<file path="src/design/tlvdf_pkg.sv">
package tlvdf_pkg;

    localparam int BYTE_W   = 8;
    localparam int FIELD_W  = 16;
    localparam int STATUS_W = 2;

    localparam logic [FIELD_W-1:0] CRC_POLY       = 16'h1021;
    localparam logic [FIELD_W-1:0] CRC_SEED_RESET = 16'hFFFF;

    // Result item kinds
    localparam logic KIND_VALUE  = 1'b0;
    localparam logic KIND_STATUS = 1'b1;

    // Frame status codes
    localparam logic [STATUS_W-1:0] ST_OK       = 2'd0;
    localparam logic [STATUS_W-1:0] ST_MISMATCH = 2'd1;
    localparam logic [STATUS_W-1:0] ST_SHORT    = 2'd2;

    // Position within the frame
    typedef enum logic [2:0] {
        PH_TAG_HI = 3'd0,
        PH_TAG_LO = 3'd1,
        PH_LEN_HI = 3'd2,
        PH_LEN_LO = 3'd3,
        PH_VALUE  = 3'd4,
        PH_CRC_HI = 3'd5,
        PH_CRC_LO = 3'd6,
        PH_DROP   = 3'd7
    } phase_t;

    // Advance CRC-ITU-T by one byte, MSB first
    function automatic logic [FIELD_W-1:0] crc_byte(input logic [FIELD_W-1:0] crc,
                                                    input logic [BYTE_W-1:0]  b);
        logic [FIELD_W-1:0] c;
        c = crc ^ {b, 8'h00};
        for (int i = 0; i < BYTE_W; i++)
        begin
            if (c[FIELD_W-1])
                c = {c[FIELD_W-2:0], 1'b0} ^ CRC_POLY;
            else
                c = {c[FIELD_W-2:0], 1'b0};
        end
        return c;
    endfunction

endpackage

</file>
<file path="src/design/tlvdf_byte_if.sv">
interface tlvdf_byte_if
    import tlvdf_pkg::*;
();
    logic                valid;
    logic                ready;
    logic [BYTE_W-1:0]   data_byte;
    logic                end_of_message;

    modport source (output valid, output data_byte, output end_of_message, input ready);
    modport sink   (input valid, input data_byte, input end_of_message, output ready);
endinterface

</file>
<file path="src/design/tlvdf_item_if.sv">
interface tlvdf_item_if
    import tlvdf_pkg::*;
();
    logic                valid;
    logic                ready;
    logic                item_kind;
    logic [BYTE_W-1:0]   value_byte;
    logic [FIELD_W-1:0]  frame_tag;
    logic [FIELD_W-1:0]  frame_length;
    logic [STATUS_W-1:0] frame_status;
    logic                last_of_frame;

    modport source (output valid, output item_kind, output value_byte, output frame_tag,
                    output frame_length, output frame_status, output last_of_frame,
                    input ready);
    modport sink   (input valid, input item_kind, input value_byte, input frame_tag,
                    input frame_length, input frame_status, input last_of_frame,
                    output ready);
endinterface

</file>
<file path="src/design/tlv_frame_deframer_crc16.sv">
// TLV deframer with CRC-ITU-T check. Takes one message byte per cycle on rx
// while rx.ready is high and returns at most one word per byte on res: each
// value byte as it arrives, and one status word (ok, crc_mismatch or
// too_short) carrying the tag and length when the frame ends. The CRC is
// updated bytewise and combinationally; each result is held in a result
// register and appears in the cycle after its byte is taken. rx.ready is
// high whenever that register is empty or being drained in the same cycle.
// crc_seed (reset 0xFFFF) is loaded at the first byte of each frame.
module tlv_frame_deframer_crc16
    import tlvdf_pkg::*;
(
    input  logic               clk,
    input  logic               rst_n,
    input  logic               cfg_wr_en,
    input  logic [FIELD_W-1:0] cfg_wr_data,
    tlvdf_byte_if.sink         rx,
    tlvdf_item_if.source       res
);

    logic [FIELD_W-1:0]  crc_seed_reg;
    phase_t              phase_reg, phase_next;
    logic [FIELD_W-1:0]  tag_reg, tag_next;
    logic [FIELD_W-1:0]  length_reg, length_next;
    logic [FIELD_W-1:0]  count_reg, count_next;
    logic [FIELD_W-1:0]  crc_reg, crc_next;
    logic [BYTE_W-1:0]   crc_high_reg, crc_high_next;

    logic                res_valid_reg, res_valid_next;
    logic                res_kind_reg, res_kind_next;
    logic [BYTE_W-1:0]   res_byte_reg, res_byte_next;
    logic [FIELD_W-1:0]  res_tag_reg;
    logic [FIELD_W-1:0]  res_length_reg;
    logic [STATUS_W-1:0] res_status_reg, res_status_next;

    logic                accept;
    logic                emit;
    logic                value_out;
    logic                frame_done;
    logic [STATUS_W-1:0] crc_status;

    assign rx.ready = !res_valid_reg || res.ready;
    assign accept   = rx.valid && rx.ready;

    // Hold the seed register
    always_ff @(posedge clk or negedge rst_n)
    begin
        if (!rst_n)
            crc_seed_reg <= CRC_SEED_RESET;
        else if (cfg_wr_en)
            crc_seed_reg <= cfg_wr_data;
    end

    // Decode one byte against the frame position
    always_comb
    begin
        phase_next    = phase_reg;
        tag_next      = tag_reg;
        length_next   = length_reg;
        count_next    = count_reg;
        crc_next      = crc_reg;
        crc_high_next = crc_high_reg;
        value_out     = 1'b0;
        frame_done    = 1'b0;
        crc_status    = ST_OK;

        unique case (phase_reg)
            PH_TAG_HI:
            begin
                tag_next      = {rx.data_byte, 8'h00};
                length_next   = '0;
                count_next    = '0;
                crc_high_next = '0;
                crc_next      = crc_byte(crc_seed_reg, rx.data_byte);
                phase_next    = PH_TAG_LO;
            end
            PH_TAG_LO:
            begin
                tag_next   = {tag_reg[FIELD_W-1:BYTE_W], rx.data_byte};
                crc_next   = crc_byte(crc_reg, rx.data_byte);
                phase_next = PH_LEN_HI;
            end
            PH_LEN_HI:
            begin
                length_next = {rx.data_byte, 8'h00};
                crc_next    = crc_byte(crc_reg, rx.data_byte);
                phase_next  = PH_LEN_LO;
            end
            PH_LEN_LO:
            begin
                length_next = {length_reg[FIELD_W-1:BYTE_W], rx.data_byte};
                crc_next    = crc_byte(crc_reg, rx.data_byte);
                count_next  = '0;
                phase_next  = (length_next == '0) ? PH_CRC_HI : PH_VALUE;
            end
            PH_VALUE:
            begin
                crc_next   = crc_byte(crc_reg, rx.data_byte);
                count_next = count_reg + 16'd1;
                value_out  = 1'b1;
                if (count_next == length_reg)
                    phase_next = PH_CRC_HI;
            end
            PH_CRC_HI:
            begin
                crc_high_next = rx.data_byte;
                phase_next    = PH_CRC_LO;
            end
            PH_CRC_LO:
            begin
                frame_done = 1'b1;
                crc_status = ({crc_high_reg, rx.data_byte} == crc_reg) ? ST_OK : ST_MISMATCH;
                phase_next = rx.end_of_message ? PH_TAG_HI : PH_DROP;
            end
            PH_DROP:
            begin
                if (rx.end_of_message)
                    phase_next = PH_TAG_HI;
            end
        endcase

        // Pick the result word: frame end, early end, then value byte
        emit            = 1'b0;
        res_kind_next   = KIND_VALUE;
        res_byte_next   = '0;
        res_status_next = ST_OK;
        priority if (frame_done)
        begin
            emit            = 1'b1;
            res_kind_next   = KIND_STATUS;
            res_status_next = crc_status;
        end
        else if (rx.end_of_message && phase_reg != PH_DROP)
        begin
            emit            = 1'b1;
            phase_next      = PH_TAG_HI;
            res_kind_next   = KIND_STATUS;
            res_status_next = ST_SHORT;
        end
        else if (value_out)
        begin
            emit          = 1'b1;
            res_byte_next = rx.data_byte;
        end
        else
        begin
            emit = 1'b0;
        end

        // Result register occupancy
        if (accept)
            res_valid_next = emit;
        else if (res.ready)
            res_valid_next = 1'b0;
        else
            res_valid_next = res_valid_reg;
    end

    // Advance frame state on each accepted byte
    always_ff @(posedge clk or negedge rst_n)
    begin
        if (!rst_n)
        begin
            phase_reg     <= PH_TAG_HI;
            tag_reg       <= '0;
            length_reg    <= '0;
            count_reg     <= '0;
            crc_reg       <= CRC_SEED_RESET;
            crc_high_reg  <= '0;
            res_valid_reg <= 1'b0;
        end
        else
        begin
            res_valid_reg <= res_valid_next;
            if (accept)
            begin
                phase_reg    <= phase_next;
                tag_reg      <= tag_next;
                length_reg   <= length_next;
                count_reg    <= count_next;
                crc_reg      <= crc_next;
                crc_high_reg <= crc_high_next;
            end
        end
    end

    // Load the result payload
    always_ff @(posedge clk)
    begin
        if (accept && emit)
        begin
            res_kind_reg   <= res_kind_next;
            res_byte_reg   <= res_byte_next;
            res_tag_reg    <= tag_next;
            res_length_reg <= length_next;
            res_status_reg <= res_status_next;
        end
    end

    assign res.valid         = res_valid_reg;
    assign res.item_kind     = res_kind_reg;
    assign res.value_byte    = res_byte_reg;
    assign res.frame_tag     = res_tag_reg;
    assign res.frame_length  = res_length_reg;
    assign res.frame_status  = res_status_reg;
    assign res.last_of_frame = res_kind_reg;

endmodule

</file>
<file path="src/flat_wrapper.sv">
// flat-port wrapper written by rule: the top's interface ports become plain ports
module tlv_frame_deframer_crc16_flat import tlvdf_pkg::*;
  (clk, rst_n, cfg_wr_en, cfg_wr_data, rx_valid, rx_data_byte, rx_end_of_message, rx_ready, res_valid, res_item_kind, res_value_byte, res_frame_tag, res_frame_length, res_frame_status, res_last_of_frame, res_ready);
  tlvdf_byte_if rx_i ();
  tlvdf_item_if res_i ();
  input  logic clk;
  input  logic rst_n;
  input  logic cfg_wr_en;
  input  logic [FIELD_W-1:0] cfg_wr_data;
  input wire logic [$bits(rx_i.valid)-1:0] rx_valid;
  input wire logic [$bits(rx_i.data_byte)-1:0] rx_data_byte;
  input wire logic [$bits(rx_i.end_of_message)-1:0] rx_end_of_message;
  output wire logic [$bits(rx_i.ready)-1:0] rx_ready;
  output wire logic [$bits(res_i.valid)-1:0] res_valid;
  output wire logic [$bits(res_i.item_kind)-1:0] res_item_kind;
  output wire logic [$bits(res_i.value_byte)-1:0] res_value_byte;
  output wire logic [$bits(res_i.frame_tag)-1:0] res_frame_tag;
  output wire logic [$bits(res_i.frame_length)-1:0] res_frame_length;
  output wire logic [$bits(res_i.frame_status)-1:0] res_frame_status;
  output wire logic [$bits(res_i.last_of_frame)-1:0] res_last_of_frame;
  input wire logic [$bits(res_i.ready)-1:0] res_ready;
  assign rx_i.valid = rx_valid;
  assign rx_i.data_byte = rx_data_byte;
  assign rx_i.end_of_message = rx_end_of_message;
  assign rx_ready = rx_i.ready;
  assign res_valid = res_i.valid;
  assign res_item_kind = res_i.item_kind;
  assign res_value_byte = res_i.value_byte;
  assign res_frame_tag = res_i.frame_tag;
  assign res_frame_length = res_i.frame_length;
  assign res_frame_status = res_i.frame_status;
  assign res_last_of_frame = res_i.last_of_frame;
  assign res_i.ready = res_ready;
  tlv_frame_deframer_crc16 u_core (.clk(clk), .rst_n(rst_n), .cfg_wr_en(cfg_wr_en), .cfg_wr_data(cfg_wr_data), .rx(rx_i), .res(res_i));
endmodule
</file>
<file path="config.mk">
export PLATFORM = sky130hd
export DESIGN_NAME = tlv_frame_deframer_crc16_flat
export DESIGN_NICKNAME = d
export VERILOG_FILES = /design/src/design/tlvdf_pkg.sv /design/src/design/tlvdf_byte_if.sv /design/src/design/tlvdf_item_if.sv /design/src/design/tlv_frame_deframer_crc16.sv /design/src/flat_wrapper.sv
export SDC_FILE = /design/constraint.sdc
export NUM_CORES = 1
export LEC_CHECK = 0
export ABC_AREA = 1
export BUFFER_PORTS_ARGS = -buffer_cell sky130_fd_sc_hd__buf_2
export CAP_MARGIN = 20
export CELL_PAD_IN_SITES_DETAIL_PLACEMENT = 1
export CELL_PAD_IN_SITES_GLOBAL_PLACEMENT = 2
export CORE_ASPECT_RATIO = 1.75
export CORE_MARGIN = 10
export CORE_UTILIZATION = 40
export CTS_BUF_LIST = sky130_fd_sc_hd__clkbuf_2 sky130_fd_sc_hd__clkbuf_4 sky130_fd_sc_hd__clkbuf_8
export CTS_CLUSTER_SIZE = 25
export DETAILED_ROUTE_END_ITERATION = 10
export GPL_TIMING_DRIVEN = 0
export PLACE_DENSITY = 0.95
export SLEW_MARGIN = 20
export SYNTH_ARGS = -nofsm -noshare
export SYNTH_HDL_FRONTEND = slang
export SYNTH_SLANG_ARGS = --single-unit
</file>
<file path="constraint.sdc">
create_clock -name clk -period 7.1 [get_ports clk]
set_clock_uncertainty 0.1 [all_clocks]
set_input_delay 0.355 -clock clk [delete_from_list [all_inputs] [get_ports clk]]
set_output_delay 0.355 -clock clk [all_outputs]
set_load 0.02 [all_outputs]
</file>
==> results of run 1 <==
-- metal layers --
metal  vias up  share of wire  GRT usage
met5         -              0          0
met4         0          0.046      0.105
met3        57          0.037     0.0393
met2       131           0.57      0.368
met1      2860           0.34      0.163
li1       2721              -          -
-- through the flow --
step,hold WS [ps],utilization
2_1_floorplan,-40.6,-
6_report,22.2,0.486
3_5_place_dp,198,0.452
3_3_place_gp,366,0.448
5_1_grt,6.48,0.486
4_1_cts,3.71,0.486
-- power breakdown --
part / leakage (nW) / switching, mW / internal, mW
logic: 1.64 / 0.768 / 0.380
clock network: 0.229 / 0.326 / 0.401
registers: 1.56 / 0.129 / 1.08
total: 3.42 / 1.22 / 1.86
-- critical path: stages (launching register included) --
cell and delay [ps]:
dfrtp_1 410, ha_1 240, nand2_2 100, nor2_4 280, nand2_1 130, nand3_1 100, nand2_1 50, inv_1 50
nand2_1 80, nor2_1 100, nand3_1 100, nor2_1 160, nand2_1 80, nand2_1 60, nand2_1 50, nand2_1 50
-- area by class of cell --
cell class | count | share of cell area
Buffer | 19 | 0.0110
Clock buffer | 19 | 0.0319
Clock inverter | 13 | 0.0241
Inverter | 90 | 0.0422
Multi-Input combinational cell | 500 | 0.333
Sequential cell | 135 | 0.454
Tap cell | 224 | 0.0350
Timing Repair Buffer | 88 | 0.0681
-- cell usage after synthesis (10+ instances only) --
master,number,area (um2)
o21ai_0,87,435
xnor2_1,27,236
xor2_1,15,131
dfstp_2,32,841
dfrtp_1,60,1500
nand2_1,163,612
edfxtp_1,43,1290
nand3_1,49,245
inv_1,83,312
mux2_2,10,113
a21oi_1,16,80.1
nor2_1,41,154
nand4_1,14,87.6
o22ai_1,38,238
-- cell families (layout without fill, tap and decap cells) --
family | count (synthesis) | count (layout) | synth area share
flip-flops | 135 | 135 | 0.541
AND/OR/NAND/NOR | 292 | 292 | 0.191
adder cells (fa/ha/maj) | 1 | 1 | 0.00186
multiplexers | 10 | 10 | 0.0168
AO/OA/AOI/OAI | 153 | 153 | 0.125
buffers and inverters | 109 | 229 | 0.0633
XOR/XNOR | 44 | 44 | 0.0615
-- final timing paths --
check                               startpoint                       to  slack [ps]  cells after the start
setup / recovery           u_core.count_reg[0]      u_core.phase_reg[0]        4890                     15
hold / removal                 cfg_wr_data[10]  u_core.crc_seed_reg[10]          20                      2
setup reg to reg           u_core.count_reg[0]      u_core.phase_reg[0]        4890                     15
hold reg to reg             u_core.tag_reg[14]       u_core.tag_reg[14]         400                      2
max in group asynchronous                rst_n  u_core.crc_seed_reg[12]        5950                      3
min in group asynchronous                rst_n      u_core.count_reg[2]         270                      2
-- repair_timing --
| item | CTS | global route |
|---|---|---|
| hold buffers | 12 | 0 |
| setup endpoints to repair | 0 | 0 |
| hold endpoints to repair | 49 | 0 |
==> metrics.md, run 1 <==
| Metric | Value |
|---|---|
| Yosys reg bits | `135` |
| Die area | `between 20000 and 25000 um2` |
| Async set-or-reset flop fraction in the synthesized netlist | `0.681` |
| Post-synth EDFFs | `between 40 and 50` |
| Most common cell after layout, fill and taps aside | `nand2_1` |
| Dpl hpwl | `15900 um` |
| Residual DRC | `0` |
| Num CTS Buffers | `17` |
| Starting DRT DRC Count | `roughly 250` |
| Leak | `roughly 3.4 nW` |
| Via count | `slightly below 6000` |
| Slew Viols, Final | `0` |
| Post-route setup TNS | `0 ps` |
| Layout cells sized above 1 | `0.212` |
| Arr. time, crit path | `2500 ps` |
| Reg area | `3630 um2` |
| First-pass DRT Iterations | `6` |
| Setup WS pre-CTS | `around 4800 ps` |
| Final hold viol count | `0` |
| Worst setup path class | `reg -> reg` |
| Vias in the first global route | `6187` |
| Antenna cells | `0` |
| Final WL | `between 20000 and 25000 um` |
| Status | `finished clean` |
| Vias/cell | `between 5 and 6` |
| Most used flip-flop cell after synthesis | `dfrtp_1` |
| Slew @ Worst Pin | `672 ps` |
| Die Y-Extent | `about 190 um` |
| Clock sinks | `roughly 140` |
| Antenna viol nets, final | `0` |
| Clock tree buffer depth | `2` |
| Final number of setup-violating endpoints | `0` |
| Fin area | `between 7000 and 8000 um2` |
| Peak supply drop | `about 170 uV` |
| Core Box Area | `around 16000 um2` |
| Post-synthesis cell area | `6720 um2` |
| Tot GR Track Use | `0.184` |
| Synth unique cells | `35` |
| Max-cap violation count | `0` |
| First-pass GRT wire length | `32300 um` |
| Die W | `118 um` |
| Clk root buf | `clkbuf_8` |
| Initial antenna violation count | `0` |
| PortBufs | `74` |
| Area delta synth->final | `19.1%` |
| Cell Rows | `62` |
| NumNets Final | `~880` |
| Nature of the critical path startpoint | `flip-flop` |
| Initial core utilization | `0.408` |
| Worst setup slack after layout | `4890 ps` |
| Sequential-to-total area share from yosys stat | `0.541` |
| Cells after DPL | `~1000` |
| Routability cong. | `0.824` |
| Clock H-tree levels | `4` |
| Total power | `3.08 mW` |
| CTS tree | `yes` |
| WL/cell | `approximately 19 um` |
| Commonest non-fill, non-tap cells in the layout | `nand2_1 (163), o21ai_0 (87), inv_1 (83)` |
| Min Tclk post-route | `2210 ps` |
| Final cell count without fillers | `approximately 1100` |
| Area of the multi-input gates | `2670 um2` |
| Yosys Warn Count | `0` |
| Fmax | `about 450 MHz` |
| Post-CTS Resized | `0` |
| Worst Path Required | `about 7400 ps` |
| Filler cell count | `1994` |
| Reg clk slew, reported paths | `roughly 90 ps` |
| PwrDens | `between 300 and 400 nW/um2` |
| Worst Hold Class | `in -> reg` |
| Slew headroom | `0.549` |
| Gate Count Post-Synth | `744` |
| DP Area | `about 7400 um2` |
| Total global routing overflow | `0` |
| Worst setup EP type | `flip-flop` |
| Ports | `76` |
| Largest net degree at the start of global routing | `55` |
| Buffer count from post-CTS setup fixing | `0` |
| RSZ-0062 raised after global routing | `false` |
| Clock Latency Late Sink | `460 ps` |
| Largest fanout on the critical path | `10` |
| Syn_area_per_cell | `around 9 um2` |
| Tcrit/Tclk final | `0.311` |
| Syn Nets | `775` |
Note: power is estimated with default switching activity, not from simulation.
==> run 2, diff against run 1 <==
--- a/config.mk
+++ b/config.mk
@@ -12,12 +12,12 @@
 export CELL_PAD_IN_SITES_GLOBAL_PLACEMENT = 2
 export CORE_ASPECT_RATIO = 1.75
 export CORE_MARGIN = 10
-export CORE_UTILIZATION = 40
+export CORE_UTILIZATION = 34
 export CTS_BUF_LIST = sky130_fd_sc_hd__clkbuf_2 sky130_fd_sc_hd__clkbuf_4 sky130_fd_sc_hd__clkbuf_8
 export CTS_CLUSTER_SIZE = 25
 export DETAILED_ROUTE_END_ITERATION = 10
 export GPL_TIMING_DRIVEN = 0
-export PLACE_DENSITY = 0.95
+export PLACE_DENSITY = 0.87
 export SLEW_MARGIN = 20
 export SYNTH_ARGS = -nofsm -noshare
 export SYNTH_HDL_FRONTEND = slang
==> constraint.sdc (replaced) <==
create_clock -name clk -period 1.9 [get_ports clk]
set_clock_uncertainty 0.1 [all_clocks]
set_input_delay 0.095 -clock clk [delete_from_list [all_inputs] [get_ports clk]]
set_output_delay 0.095 -clock clk [all_outputs]
set_load 0.02 [all_outputs]
==> metrics.md, run 2 (synthesis gave the netlist of run 1 again) <==
| Metric | Value |
|---|---|
| First-pass DRT Iterations | `4 (-2)` |
| Dpl hpwl | `16400 um (+3.5%)` |
| Reg clk slew, reported paths | `80 ps (about the same)` |
| Worst Hold Class | `in -> reg` |
| Crit-path cells | `ha_4 -> or2_2 -> nand3_1 -> nand2_1 -> nor2_1 -> nand2_1 -> nor2_2 -> nand3_2 -> nor2_1 -> nand2_1 -> nand2_2 -> nand2_1 -> nand2_1` |
| Initial antenna violation count | `0 (unchanged)` |
| NumNets Final | `903 (+2.4%)` |
| Largest net degree at the start of global routing | `73 (+33%)` |
| Starting DRT DRC Count | `311 (+23%)` |
| Peak supply drop | `624 uV (+260%)` |
| WP buf/inv | `0 (-1)` |
| Status | `finished with violations` |
| Total global routing overflow | `0 (unchanged)` |
| Vias in the first global route | `6334 (+2.4%)` |
| Most frequent CP cell | `nand2_1` |
| Clock sinks | `135 (unchanged)` |
| Tot GR Track Use | `0.165 (-0.0184)` |
| Ports | `76 (unchanged)` |
| Most common cell after layout, fill and taps aside | `nand2_1` |
| Delay-heaviest family, CP | `simple AND/OR/NAND/NOR gates` |
| Clock tree buffer depth | `2 (unchanged)` |
| Max stage delay on crit path | `450 ps (+40 ps)` |
| Antenna viol nets, final | `0 (unchanged)` |
| Num CTS Buffers | `17 (unchanged)` |
| Cells after DPL | `1065 (+2.0%)` |
| PwrDens | `1420 nW/um2 (+270%)` |
| Worst setup path class | `reg -> reg` |
| Max-cap violation count | `0 (unchanged)` |
| Worst Path Required | `2190 ps (-5200 ps)` |
| Core Box Area | `19600 um2 (+19%)` |
| Antenna cells | `0 (unchanged)` |
| Tcrit/Tclk final | `1.05 (+0.740)` |
| Leak | `3.59 nW (+4.8%)` |
| Clk root buf | `clkbuf_8` |
| Final cell count without fillers | `1130 (+3.9%)` |
| Slew headroom | `0.615 (+0.0658)` |
| Clock Latency Late Sink | `470 ps (about the same)` |
| Vias/cell | `5.12 (-3.4%)` |
| Commonest non-fill, non-tap cells in the layout | `nand2_1 (156), o21ai_0 (85), inv_1 (81)` |
| Slowest-stage cell, CP | `dfrtp_2` |
| CTS tree | `yes` |
| Nature of the critical path startpoint | `flip-flop` |
| PortBufs | `74 (unchanged)` |
| Via count | `5788 (+0.33%)` |
| Final hold viol count | `0 (unchanged)` |
| Failing checks | `negative setup slack` |
| Slew @ Worst Pin | `574 ps (-97.9 ps)` |
| Final WL | `21400 um (+3.4%)` |
| Slew Viols, Final | `0 (unchanged)` |
| Die Y-Extent | `206 um (+7.6%)` |
| Cell Rows | `68 (+9.7%)` |
| Initial core utilization | `0.343 (-0.0652)` |
| Post-route setup TNS | `-96.5 ps (-96.5 ps)` |
| Die W | `126 um (+7.0%)` |
| Arr. time, crit path | `2280 ps (-220 ps)` |
| First-pass GRT wire length | `33800 um (+4.4%)` |
| Fmax | `501 MHz (+11%)` |
| Die area | `26000 um2 (+15%)` |
| WL/cell | `18.9 um (-0.42%)` |
| Final number of setup-violating endpoints | `1 (+1)` |
| Worst setup slack after layout | `-96.5 ps (-4990 ps)` |
| Residual DRC | `0 (unchanged)` |
| Clock H-tree levels | `4 (unchanged)` |
| Min Tclk post-route | `2000 ps (-210 ps)` |
| Worst setup EP type | `flip-flop` |
| RSZ-0062 raised after global routing | `true` |
| Largest fanout on the critical path | `4 (-6)` |
| Routability cong. | `0.807 (-2.0%)` |
| Layout cells sized above 1 | `0.261 (+0.0492)` |
| Area delta synth->final | `25.2%` |
==> run 2: cell types whose count changed in the layout (fill, tap and decap cells not counted), moves of 5 or more <==
| cell | delta |
|---|---|
| nand2_4 | +6 |
| clkbuf_2 | +5 |
| nand2_1 | -7 |
| dlygate4sd3_1 | +10 |
| clkbuf_1 | -5 |
| buf_4 | +10 |
| dfrtp_1 | -7 |
| dfrtp_2 | +7 |
==> run 2: final timing paths <==
kind | start | end | slack (ps) | depth (start not counted)
min in group asynchronous | rst_n | u_core.tag_reg[11] | 90 | 3
max reg2reg | u_core.count_reg[0] | u_core.phase_reg[0] | -100 | 13
max | u_core.count_reg[0] | u_core.phase_reg[0] | -100 | 13
min reg2reg | u_core.tag_reg[8] | u_core.tag_reg[8] | 400 | 2
max in group asynchronous | rst_n | u_core.count_reg[8] | 1170 | 3
min | cfg_wr_en | u_core.crc_seed_reg[1] | 80 | 4
==> run 2: worst reg2reg max path: stages (launching register included) <==
cell and delay, ps:
dfrtp_2 450, ha_4 200, or2_2 310, nand3_1 70, nand2_1 60, nor2_1 90
nand2_1 70, nor2_2 120, nand3_2 80, nor2_1 90, nand2_1 90, nand2_2 90
nand2_1 50, nand2_1 50
==> run 2: area by class of cell <==
class | count | area [um2]
Sequential cell | 135 | 3640
Clock inverter | 13 | 200
Multi-Input combinational cell | 500 | 2820
Timing Repair Buffer | 109 | 749
Inverter | 90 | 349
Buffer | 19 | 98.8
Tap cell | 245 | 307
Fill cell | 2307 | 11200
Clock buffer | 19 | 249
==> run 2: per-layer routing <==
layer | vias up | share of wire | track usage
met2 | 106 | 0.60 | 0.338
met4 | 0 | 0.033 | 0.0776
li1 | 2764 | - | -
met5 | - | 0 | 0
met1 | 2869 | 0.33 | 0.150
met3 | 49 | 0.030 | 0.0293
==> run 2: where the power goes <==
group / leakage, nW / total (mW) / switching (mW) / internal, mW
Combinational: 1.81 / 4.63 / 3.03 / 1.60
Clock: 0.232 / 2.78 / 1.19 / 1.59
Sequential: 1.55 / 4.53 / 0.503 / 4.03
Total: 3.59 / 11.9 / 4.72 / 7.21
==> run 2: through the flow <==
step           total power, mW  hold slack, ps  worst slack (ps)  utilization  instance area [um2]
2_1_floorplan             7.40            -301             -16.5            -                 6740
3_3_place_gp              8.78             204              -510        0.379                 7410
3_5_place_dp              8.90            -135              -332        0.382                 7470
4_1_cts                   11.9            70.3              -194        0.423                 8270
5_1_grt                   12.7             113              -189        0.430                 8410
6_report                  11.9            77.5             -96.5        0.430                 8410
==> run 2: what timing repair did <==
item / 4_1_cts / 5_1_grt
gates resized for setup: 20 / 31
gates cloned: 0 / 0
buffers inserted: 5 / 5
hold buffers: 23 / 0
endpoints found under the hold margin: 80 / 0
pin swaps: 5 / 6
endpoints found under the setup margin: 78 / 73
==> run 3, diff against run 2 <==
--- a/config.mk
+++ b/config.mk
@@ -18,6 +18,7 @@
 export DETAILED_ROUTE_END_ITERATION = 10
 export GPL_TIMING_DRIVEN = 0
 export PLACE_DENSITY = 0.87
+export RECOVER_POWER = 50
 export SLEW_MARGIN = 20
 export SYNTH_ARGS = -nofsm -noshare
 export SYNTH_HDL_FRONTEND = slang
==> metrics.md, run 3 (synthesis gave the netlist of run 1 again) <==
| Metric | Value |
|---|---|
| Clock H-tree levels | `4 (unchanged)` |
| Hold slack | `76.1 ps (-1.50 ps)` |
| Initial antenna violation count | `0 (unchanged)` |
| Internal | `7.15 mW (-0.82%)` |
| Worst setup path class | `reg -> reg` |
| Most common cell after layout, fill and taps aside | `nand2_1` |
| Tot GR Track Use | `0.165 (unchanged)` |
| CP startpoint | `u_core.count_reg[0]` |
| Vias/cell | `5.09 (-0.59%)` |
| Residual DRC | `0 (unchanged)` |
| Filler cell count | `2337 (+1.3%)` |
| R2R Path End | `u_core.phase_reg[0]` |
| Final number of setup-violating endpoints | `1 (unchanged)` |
| Worst Path Required | `2190 ps (about the same)` |
| Nature of the critical path startpoint | `flip-flop` |
| CTS tree | `yes` |
| Die W | `126 um (unchanged)` |
| NumNets Final | `903 (unchanged)` |
| First-pass GRT wire length | `33800 um (unchanged)` |
| Area delta synth->final | `23.9%` |
| Worst Hold Class | `in -> reg` |
| Reg2reg start | `u_core.count_reg[0]` |
| Commonest non-fill, non-tap cells in the layout | `nand2_1 (156), o21ai_0 (86), inv_1 (81)` |
| Met2 Use GR | `0.338 (unchanged)` |
| Reg clk slew, reported paths | `80 ps (about the same)` |
| Via count | `5754 (-0.59%)` |
| Worst setup EP type | `flip-flop` |
| P_sw | `4.73 mW (+0.14%)` |
| Max stage delay on crit path | `450 ps (about the same)` |
| Min Tclk post-route | `2000 ps (+3.57 ps)` |
| DP Area | `7470 um2 (unchanged)` |
| RSZ-0062 raised after global routing | `true` |
| Core Box Area | `19600 um2 (unchanged)` |
| GR Layer Usage met1 | `0.150 (unchanged)` |
| Final core occ | `0.425 (-0.00460)` |
| PwrDens | `1430 nW/um2 (+0.63%)` |
| Layout cells sized above 1 | `0.198 (-0.0633)` |
| Switching Share | `0.398 (+0.00231)` |
| Die Y-Extent | `206 um (unchanged)` |
| PortBufs | `74 (unchanged)` |
| Tcrit/Tclk final | `1.05 (+0.00188)` |
| Antenna viol nets, final | `0 (unchanged)` |
| WL/cell | `19.0 um (+0.68%)` |
| Reg-to-reg setup timing slack | `-100 ps (about the same)` |
| Failing checks | `negative setup slack` |
| Clock Power Share | `0.234 (about the same)` |
| Area of the multi-input gates | `2810 um2 (-0.18%)` |
| Clock tree buffer depth | `2 (unchanged)` |
| Num CTS Buffers | `17 (unchanged)` |
| Clock sinks | `135 (unchanged)` |
| Total global routing overflow | `0 (unchanged)` |
| Slew Viols, Final | `0 (unchanged)` |
| Crit-path cells | `ha_4 -> or2_2 -> nand3_1 -> nand2_1 -> nor2_1 -> nand2_1 -> nor2_2 -> nand3_2 -> nor2_1 -> nand2_1 -> nand2_2 -> nand2_1 -> nand2_1` |
| Largest fanout on the critical path | `4 (unchanged)` |
| Worst Reg2Reg Path Length in Cells | `13 (unchanged)` |
| Sequential power share | `0.381 (about the same)` |
| Post-route setup TNS | `-100 ps (-3.57 ps)` |
| Clock Latency Late Sink | `460 ps (about the same)` |
| Status | `finished with violations` |
| First-pass DRT Iterations | `4 (unchanged)` |
| Cell Rows | `68 (unchanged)` |
| Total power | `11.9 mW (-0.44%)` |
| Setup WS pre-CTS | `-332 ps (unchanged)` |
| Global route hottest layer | `met2` |
| Largest net degree at the start of global routing | `73 (unchanged)` |
| Fmax | `500 MHz (-0.18%)` |
| Arr. time, crit path | `2290 ps (about the same)` |
| Starting DRT DRC Count | `324 (+4.2%)` |
| Initial core utilization | `0.343 (unchanged)` |
| Slew headroom | `0.228 (-0.387)` |
| Fin area | `8320 um2 (-1.1%)` |
| Dpl hpwl | `16400 um (unchanged)` |
| Cells after DPL | `1065 (unchanged)` |
| Final hold viol count | `0 (unchanged)` |
| Leak | `3.44 nW (-4.2%)` |
| Final cell count without fillers | `1130 (unchanged)` |
| Vias in the first global route | `6334 (unchanged)` |
| Slew @ Worst Pin | `1160 ps (+584 ps)` |
| Reg area | `3640 um2 (unchanged)` |
| Clk root buf | `clkbuf_8` |
| Die area | `26000 um2 (unchanged)` |
| Worst Setup EP | `u_core.phase_reg[0]` |
| Gate power share | `0.385 (-0.002)` |
| Worst setup slack after layout | `-100 ps (-3.57 ps)` |
| Slowest-stage cell, CP | `dfrtp_2` |
| Ports | `76 (unchanged)` |
| Most frequent CP cell | `nand2_1` |
| Antenna cells | `0 (unchanged)` |
| M3 GR Usage | `0.0293 (unchanged)` |
| Final WL | `21500 um (+0.68%)` |
| Routability cong. | `0.807 (unchanged)` |
| Peak supply drop | `618 uV (-0.86%)` |
| Max-cap violation count | `0 (unchanged)` |
==> run 3: changes by cell type in the layout (fill, tap and decap cells not counted) <==
cell	before	now
o21ai_0	85	86
clkbuf_4	2	3
dfstp_1	0	8
o31ai_1	0	1
clkbuf_1	4	51
buf_2	78	32
dfstp_2	32	24
buf_16	1	0
o31ai_2	1	0
buf_6	1	0
o21ai_1	2	1
==> run 3: critical path, delay by kind of cell, from the launching register on <==
family        cells  cell delay [ps]
fa+ha+maj         1              200
flops             1              450
simple gates     12             1180
==> run 3: area by class of cell <==
class                      count  share of cell area
clock buffer                  19              0.0299
sequential                   135               0.438
multi-input combinational    500               0.338
clock inverter                13              0.0241
tap                          245              0.0368
timing repair buffer         109              0.0798
inverter                      90              0.0419
buffer                        19              0.0119
==> run 3: worst min path at each step <==
stage,startpoint,endpoint,cells after the start
2_1_floorplan,rst_n,u_core.count_reg[0],0
3_3_place_gp,cfg_wr_data[3],u_core.crc_seed_reg[3],3
3_5_place_dp,rst_n,u_core.tag_reg[13],1
4_1_cts,rx_data_byte[4],u_core.crc_reg[4],5
5_1_grt,cfg_wr_en,u_core.crc_seed_reg[0],4
6_report,cfg_wr_en,u_core.crc_seed_reg[1],4
==> run 3: metal layers <==
layer	part of all wire	routed length, um
met1	0.34	7260
met2	0.60	12900
met3	0.028	596
met4	0.033	715
met5	0	0
==> run 3: power groups by stage <==
stage / Clock, mW / Combinational [mW] / Sequential, mW
floorplan: 0 / 2.77 / 4.63
global placement: 0 / 4.22 / 4.56
detailed placement: 0 / 4.31 / 4.59
CTS: 2.84 / 4.50 / 4.53
global route: 2.95 / 5.07 / 4.60
finish: 2.78 / 4.58 / 4.53
==> run 3: repair_timing <==
| item | 4_1_cts | 5_1_grt |
|---|---|---|
| gates cloned | 0 | 0 |
| endpoints found under the setup margin | 78 | 73 |
| endpoints found under the hold margin | 80 | 0 |
| buffers inserted | 5 | 5 |
| pin swaps | 5 | 6 |
| resized for setup | 20 | 31 |
| hold buffers | 23 | 0 |
